==> src/sv/pnt_pkg.sv <==
// Shared constants for the perfect number test block.
// No dependencies; compiled first.
`default_nettype none

package pnt_pkg;

  localparam int VALUE_BITS_DEFAULT = 16;

endpackage

`default_nettype wire

==> src/sv/pnt_div.sv <==
// Restoring divider, one quotient bit per cycle, used by the divisor search.
// Depends on pnt_pkg for the default width.
`default_nettype none

module pnt_div
  import pnt_pkg::*;
#(
  parameter int VALUE_BITS = VALUE_BITS_DEFAULT
) (
  input  wire logic                  clk,
  input  wire logic                  rst,
  input  wire logic                  start,
  input  wire logic [VALUE_BITS-1:0] dividend,
  input  wire logic [VALUE_BITS-1:0] divisor,
  output logic                       done,
  output logic [VALUE_BITS-1:0]      quotient,
  output logic [VALUE_BITS-1:0]      remainder
);

  localparam int CountBits = $clog2(VALUE_BITS + 1);

  logic                  busy;
  logic [CountBits-1:0]  count;
  logic [VALUE_BITS:0]   rem;
  logic [VALUE_BITS-1:0] quo;
  logic [VALUE_BITS-1:0] dsr;
  logic [VALUE_BITS:0]   trial;
  logic                  fits;

  assign trial = {rem[VALUE_BITS-1:0], quo[VALUE_BITS-1]};
  assign fits  = trial >= {1'b0, dsr};

  always_ff @(posedge clk) begin
    if (rst) begin
      busy  <= 1'b0;
      done  <= 1'b0;
      count <= '0;
    end else begin
      done <= 1'b0;
      if (start) begin
        busy  <= 1'b1;
        count <= CountBits'(VALUE_BITS);
        rem   <= '0;
        quo   <= dividend;
        dsr   <= divisor;
      end else if (busy) begin
        if (fits) begin
          rem <= trial - {1'b0, dsr};
          quo <= {quo[VALUE_BITS-2:0], 1'b1};
        end else begin
          rem <= trial;
          quo <= {quo[VALUE_BITS-2:0], 1'b0};
        end
        count <= count - 1'b1;
        if (count == CountBits'(1)) begin
          busy <= 1'b0;
          done <= 1'b1;
        end
      end
    end
  end

  assign quotient  = quo;
  assign remainder = rem[VALUE_BITS-1:0];

endmodule

`default_nettype wire

==> config.mk <==
export PLATFORM = sky130hd
export DESIGN_NAME = pnt_div
export DESIGN_NICKNAME = d
export VERILOG_FILES = /design/src/sv/pnt_pkg.sv /design/src/sv/pnt_div.sv
export SDC_FILE = /design/constraint.sdc
export NUM_CORES = 1
export LEC_CHECK = 0
export BUFFER_PORTS_ARGS = -buffer_cell sky130_fd_sc_hd__buf_2
export CAP_MARGIN = 20
export CORE_MARGIN = 2
export CORE_UTILIZATION = 40
export DETAILED_ROUTE_END_ITERATION = 6
export GPL_ROUTABILITY_DRIVEN = 0
export RECOVER_POWER = 25
export SYNTH_ARGS = -nofsm -noshare
export SYNTH_HDL_FRONTEND = slang
export SYNTH_SLANG_ARGS = --single-unit
==> constraint.sdc <==
create_clock -name clk -period 2.54 [get_ports clk]
set_clock_uncertainty 0.05 [all_clocks]
set_input_delay 0.127 -clock clk [delete_from_list [all_inputs] [get_ports clk]]
set_output_delay 0.127 -clock clk [all_outputs]
set_load 0.02 [all_outputs]
* Word level (Yosys, flattened, before mapping) *
Cells that the tools add are included.

word-level totals
  register bits = 55
  input bits = 35
  output and inout bits = 33
  word-level logic and storage cells = 29

operators by class
  add/sub/neg operators = 2
  magnitude comparators = 1
  equal/unequal tests = 1
  muxes and demuxes = 11
  bitwise operators = 2
  reduce and logical (&&, ||, !) cells = 5

operators with widths
  operator                                           count
  two-way mux 16 bit                                 4
  greater-or-equal comparator 17 x 16 -> 1 bit       1
  subtractor 16 bit                                  1
  two-way mux 5 bit                                  2
  == test 5 x 1 -> 1 bit (second input constant)     1
  two-way mux 1 bit                                  5
  subtractor 5 x 1 -> 5 bit (second input constant)  1
  AND reduction 2 bit                                2
  OR reduction 3 bit                                 1
  NOT 1 bit                                          2
  nonzero test 2 bit                                 1
  OR reduction 2 bit                                 1

* Longest topological paths before layout *
Gate-level depths: netlist of the first run.

  depth after elaboration = 4
  depth in mapped cells = 12
  gate-level depth less buffers = 10

* Worst setup path after synthesis of the first run *
OpenSTA, ideal clock, no wires.

  kind = register to register
  start point = register rem[1]
  end point = register rem[2], data pin
  arrival time = 2.191 ns
  data required time = 2.224 ns
  slack = 0.033 ns
  cell stages (with the launch flop) = 11
  buffers on the path = 2
  clock period less this slack = 2.507 ns
  cell sequence = edfxtp_1 -> ha_1 -> o211ai_1 -> a21oi_2 -> o21ai_2 -> nand2_1 -> a21oi_2 -> buf_4 -> buf_6 -> mux2i_1 -> nor2_1

between the ends
  cells in the longest elaborated chain, start to end = 3
  elaborated cells on any way between the ends = 4
  those cells by class = 1 x add/sub; 1 x order compare; 2 x mux

RTL lines
  what                                                                               RTL line                      source
  start: declaration                                                                 pnt_div.sv:24                 logic [VALUE_BITS:0] rem;
  start signal: assignment                                                           pnt_div.sv:48                 rem <= trial - {1'b0, dsr};
  start signal: assignment                                                           pnt_div.sv:51                 rem <= trial;
  subtractor 16 bit or greater-or-equal comparator 17 x 16 -> 1 bit (tied branches)  pnt_div.sv:48, pnt_div.sv:31
  two-way mux 16 bit *                                                               pnt_div.sv:47                 if (fits) begin
  two-way mux 16 bit *                                                               pnt_div.sv:46                 end else if (busy) begin

Mark *: on every way between the ends. The rest lies on a longest branch, timed or not. The select of a mux whose other input is x is not followed.
A chain may end at the register's enable or synchronous reset.

* Worst setup path after layout of the first run *
  start point = register rem[7]
  end point = register rem[15], data pin

The elaborated chain is that of the path after synthesis.

==> results.py, run 1 <==
metrics = {
    "grt": {
        "grt_pass1_vias": 2233,
        "grt_pass1_wl_microns": 10600,
        "overflow": 0,
        "track_usage_pct": 16.1,
        "grt_max_degree": 33,
        "antenna_found_initial": 0,
    },
    "final_layout": {
        "stdcell_area_sq_um": 3970,
        "layout_commonest_cell": "buf_2",
        "drive_above_1_share_pct": 34.4,
        "area.growth.synth_to_final_pct": 29.8,
        "antenna_cells": 0,
        "stdcell_count": 462,
        "num-fill-cells": 667,
        "mostFrequentLayoutCells": "buf_2 (66), edfxtp_1 (48), nor2_1 (27)",
        "fin_nets": 416,
    },
    "critical_path": {
        "path_class": "flip-flop to flip-flop",
        "worst-endpoint-arrival_ns": 2.45,
        "crit_chain": "ha_1, a21oi_1, nor2_1, o21ai_1, o311ai_4, a2111oi_2, a2111o_1, a21oi_1",
        "crit_fanout": 4,
        "slowest_stage": "edfxtp_1",
        "critPathLaunchType": "flip-flop",
        "end_kind": "flip-flop",
        "critPathRequiredTime_ns": 2.56,
        "cpMostUsedCell": "a21oi_1",
        "cp_slowest_stage_delay_ns": 0.43,
    },
    "place": {
        "dp_slack_ns": 0.0206,
        "dpl_cell_area_sq_um": 3560,
        "dp_cells": 434,
        "port_buffers": 67,
        "dp_hpwl_microns": 4810,
    },
    "clocking": {
        "cts-root-buf": "clkbuf_8",
        "cts_sinks": 55,
        "cts-buffers-inserted": 5,
        "ctsLongestPathBuffers": 2,
        "cts_tree": "built",
        "ctsHtreeMaxLevel": 2,
        "clk_pin_slew_ns": 0.12,
        "clkLatencyLatePin_ns": 0.32,
    },
    "drt": {
        "routed_via_density": 4.98,
        "drtIter0Drc": 67,
        "route.antenna.remaining_nets": 0,
        "wl_microns": 6710,
        "drc": 0,
        "first_pass_iters": 4,
        "wl_per_cell_microns": 14.5,
        "vias": 2299,
    },
    "sta": {
        "tightest_slew_ns": 0.614,
        "finalHoldViolCount": 0,
        "fin_tns_setup_ns": 0,
        "worst_slack_ns": 0.109,
        "min_period_over_period_pct": 95.7,
        "maxSlewViolCount": 0,
        "hold_slack_ns": 0.0286,
        "clock.fmax_mhz": 411,
        "max-slew-margin-rel_pct": 59.1,
        "finalCriticalPeriod_ns": 2.43,
        "finalSetupViolations": 0,
    },
    "power": {
        "cellPowerDensity_nw_per_um2": 609,
        "peakVddDrop_mv": 0.262,
        "p_leak_nw": 1.62,
    },
    "synthesis": {
        "synth_cell_types": 43,
        "ys.flop_type": "edfxtp_1",
        "synth_edf_count": 48,
        "yosys_warnings": 0,
        "ys_seq_area_share_pct": 51.7,
        "yosys.area.top_type": "edfxtp_1",
        "ys_async_sr_fraction_pct": 0,
        "syn-cell-area_sq_um": 3060,
        "syn-num-nets": 319,
        "synth.avg_cell_area_sq_um": 11.5,
        "synth_seq_cells": 55,
        "synth.area.top_cells": "edfxtp_1 (47%), ha_1 (7.4%), mux2_2 (5.5%)",
        "synth_top_area_share_pct": 47.1,
        "postSynthCellCount": 265,
    },
    "die": {
        "design.die.area_sq_um": 8360,
        "ios": 68,
        "core-area_sq_um": 7330,
        "die_h_microns": 91.4,
        "rows": 31,
        "dieWidth_microns": 91.4,
        "start_util_pct": 41.7,
    },
    "job": {
        "drv_cap": 0,
    },
    "hold_path": {
        "min_path_type": "primary input to flip-flop",
    },
    "status": {
        "outcome": "finished clean",
    },
}
-- kinds of logic (layout without fill, tap and decap cells) --
group / count (synthesis) / count (layout) / synth area share (%)
and+or+nand+nor: 68 / 68 / 10.7
DFF: 55 / 55 / 51.7
AOI/OAI and AO/OA: 48 / 48 / 11.1
buffers and inverters: 32 / 130 / 4.42
muxes: 27 / 27 / 9.45
adders and majority gates: 19 / 19 / 8.02
xor gates and xnor gates: 16 / 16 / 4.58
-- power by group --
group	switching [mW]	internal, mW	total [mW]
sequential	0.0435	1.07	1.12
combinational	0.411	0.353	0.764
clock	0.327	0.210	0.538
total	0.781	1.64	2.42
-- registers in the layout (all words and copies together) (netlist names) --
signal	count
busy	1
rem	16
dsr	16
count	5
quotient	16
done	1
-- cells in the mapped netlist (5+ instances only) --
| library cell | n |
|---|---|
| nor2b_1 | 7 |
| o211ai_1 | 6 |
| a21oi_1 | 17 |
| edfxtp_1 | 48 |
| inv_1 | 22 |
| o21ai_0 | 6 |
| ha_1 | 18 |
| dfxtp_1 | 7 |
| mux2i_1 | 12 |
| xor2_1 | 5 |
| nor3_1 | 9 |
| xnor2_1 | 11 |
| nor2_1 | 28 |
| clkbuf_1 | 5 |
| nand2_1 | 10 |
| mux2_2 | 15 |
-- metal layers --
| layer | part of all wire, % | global-route usage [%] | wire, microns |
|---|---|---|---|
| met1 | 46 | 21.9 | 3060 |
| met2 | 47 | 25.1 | 3120 |
| met3 | 6.3 | 4.15 | 426 |
| met4 | 1.5 | 4.92 | 98 |
| met5 | 0 | 0 | 0 |
-- timing repair --
item	in CTS	in global routing
setup buffers	0	4
hold endpoints to repair	16	0
endpoints found under the setup margin	1	15
hold buffers	16	0
pin swaps	0	9
resized for setup	2	22
-- path summary, 6_finish.rpt --
path | slack [ns] | depth (start not counted) | start | to
setup / recovery | 0.11 | 8 | rem[7] | rem[15]
hold / removal | 0.03 | 2 | rst | count[4]
setup reg to reg | 0.11 | 8 | rem[7] | rem[15]
hold reg to reg | 0.47 | 2 | count[1] | count[1]
-- final cells by class --
type / count / area [sq um] / area share, %
Sequential cell: 55 / 1580 / 39.8
Multi-Input combinational cell: 178 / 1460 / 36.8
Timing Repair Buffer: 100 / 622 / 15.7
Tap cell: 99 / 124 / 3.12
Clock buffer: 5 / 68.8 / 1.73
Clock inverter: 3 / 31.3 / 0.788
Inverter: 22 / 82.6 / 2.08
-- metrics by stage --
| stage | total power [mW] | util (%) |
|---|---|---|
| final | 2.42 | 54.2 |
| after global routing | 2.56 | 54.2 |
| after CTS | 2.38 | 52.3 |
| after detailed placement | 1.82 | 48.6 |
| after global placement | 1.81 | 48.6 |
| after floorplan | 1.63 | - |
-- critical path: cells and delay by family, from the launching register on --
family	cells	cell delay [ns]
simple gates	1	0.10
flops	1	0.43
compound gates	6	1.25
fa+ha+maj	1	0.37
Note: power is estimated with default switching activity, not from simulation.
==> inputs of run 2 (changes only) <==
--- a/config.mk
+++ b/config.mk
@@ -8,9 +8,10 @@
 export BUFFER_PORTS_ARGS = -buffer_cell sky130_fd_sc_hd__buf_2
 export CAP_MARGIN = 20
 export CORE_MARGIN = 2
-export CORE_UTILIZATION = 40
+export CORE_UTILIZATION = 54
 export DETAILED_ROUTE_END_ITERATION = 6
 export GPL_ROUTABILITY_DRIVEN = 0
+export PLACE_DENSITY = 0.89
 export RECOVER_POWER = 25
 export SYNTH_ARGS = -nofsm -noshare
 export SYNTH_HDL_FRONTEND = slang
==> results.py, run 2 (same netlist as run 1, synthesis figures left out) <==
metrics = {
    "status": {
        "outcome": "finished clean",
    },
    "grt": {
        "grt_pass1_vias": 2389,
        "overflow": 0,
        "grt_pass1_wl_microns": 11000,
        "track_usage_pct": 22.5,
        "antenna_found_initial": 0,
        "grt_max_degree": 38,
    },
    "place": {
        "dpl_cell_area_sq_um": 3520,
        "port_buffers": 67,
        "dp_hpwl_microns": 4760,
        "dp_slack_ns": -0.00806,
    },
    "power": {
        "power_mw": 2.40,
        "peakVddDrop_mv": 0.433,
        "cellPowerDensity_nw_per_um2": 611,
        "p_leak_nw": 1.62,
    },
    "critical_path": {
        "critPathRequiredTime_ns": 2.55,
        "slowest_stage": "edfxtp_1",
        "regToRegSetupSlack_ns": 0.05,
        "crit_fanout": 9,
        "crit_chain": "ha_4, o211ai_1, a21oi_2, o21ai_4, nand2_1, a21oi_2, buf_4, mux2i_1, nor2_1",
        "cp_top_family": "compound AO/OA/AOI/OAI gates",
        "critPathLaunchType": "flip-flop",
        "worst-endpoint-arrival_ns": 2.50,
        "rr_startpoint": "rem[1]",
        "cpMostUsedCell": "a21oi_2",
        "cp_slowest_stage_delay_ns": 0.48,
        "r2r_end": "rem[10]",
        "worst-r2r-cell-count": 9,
        "end_kind": "flip-flop",
        "cp_num_cells": 9,
        "path_buf_inv": 1,
        "path_class": "flip-flop to flip-flop",
    },
    "clocking": {
        "ctsHtreeMaxLevel": 2,
        "ctsLongestPathBuffers": 2,
        "cts_tree": "built",
        "cts_sinks": 55,
        "clk_pin_slew_ns": 0.10,
        "clkLatencyLatePin_ns": 0.32,
        "cts-root-buf": "clkbuf_8",
        "cts-buffers-inserted": 5,
    },
    "die": {
        "ios": 68,
        "rows": 27,
        "dieWidth_microns": 79.3,
        "die_h_microns": 79.3,
        "core-area_sq_um": 5470,
        "design.die.area_sq_um": 6280,
        "start_util_pct": 55.9,
    },
    "drt": {
        "drc": 0,
        "wl_microns": 7050,
        "vias": 2476,
        "route.antenna.remaining_nets": 0,
        "first_pass_iters": 4,
        "drtIter0Drc": 233,
        "wl_per_cell_microns": 16.2,
        "routed_via_density": 5.71,
    },
    "sta": {
        "finalCriticalPeriod_ns": 2.49,
        "rsz0062_at_grt": "yes",
        "finalSetupViolations": 0,
        "finalHoldViolCount": 0,
        "tightest_slew_ns": 0.520,
        "min_period_over_period_pct": 98.2,
        "clock.fmax_mhz": 401,
        "worst_slack_ns": 0.0453,
        "max-slew-margin-rel_pct": 65.3,
        "maxSlewViolCount": 0,
    },
    "final_layout": {
        "drive_above_1_share_pct": 34.8,
        "fin_nets": 415,
        "mostFrequentLayoutCells": "buf_2 (66), edfxtp_1 (48), nor2_1 (27)",
        "final_util_pct": 71.9,
        "num-fill-cells": 382,
        "antenna_cells": 0,
        "area.growth.synth_to_final_pct": 28.6,
        "layout_commonest_cell": "buf_2",
        "stdcell_area_sq_um": 3930,
    },
    "hold_path": {
        "min_path_cells": 2,
        "hold_path_startpoint": "rst",
        "min_path_type": "primary input to flip-flop",
        "worstHoldEndpoint": "count[0]",
    },
    "job": {
        "drv_cap": 0,
    },
}
==> run 2: layout make-up <==
| cell class | instances | area [sq um] | share of cell area [%] |
|---|---|---|---|
| clock buffer | 6 | 72.6 | 1.85 |
| clock inverter | 2 | 12.5 | 0.318 |
| inverter | 22 | 82.6 | 2.10 |
| multi-input combinational | 178 | 1470 | 37.3 |
| sequential | 55 | 1580 | 40.2 |
| tap | 72 | 90.1 | 2.29 |
| timing repair buffer | 99 | 627 | 15.9 |
==> run 2: worst max-delay path by stage <==
stage                             from       to
final                           rem[1]  rem[10]
after CTS                 quotient[15]  rem[14]
after floorplan                 rem[1]   rem[2]
after detailed placement        rem[7]  rem[14]
after global placement          rem[9]  rem[14]
after global routing            rem[5]  rem[10]
==> run 2: per-layer routing <==
metal  track usage (%)  vias up  wire length (microns)
met4              8.62        0                    180
met1              27.2     1165                   2770
met3              4.55       18                    587
li1                  -     1155                      -
met2              39.6      138                   3510
met5                 0        -                      0
==> run 2: where the power goes <==
part | internal, mW | switching (mW)
Combinational | 0.360 | 0.434
Clock | 0.194 | 0.295
Sequential | 1.07 | 0.0471
==> run 2: metrics by stage <==
step	setup TNS (ns)	hold WS (ns)	cells
5_1_grt	-0.444	0.0561	434
2_1_floorplan	0	0.176	265
4_1_cts	0	0.0486	428
3_5_place_dp	-0.00806	0.255	404
3_3_place_gp	0	0.253	404
6_report	0	0.0461	434
==> run 2: timing repair <==
| item | CTS | global route |
|---|---|---|
| pin swaps | 0 | 8 |
| hold buffers | 16 | 0 |
| hold endpoints to repair | 16 | 0 |
| gates cloned | 0 | 0 |
| endpoints found under the setup margin | 1 | 15 |
| setup buffers | 0 | 6 |
| resized for setup | 4 | 17 |
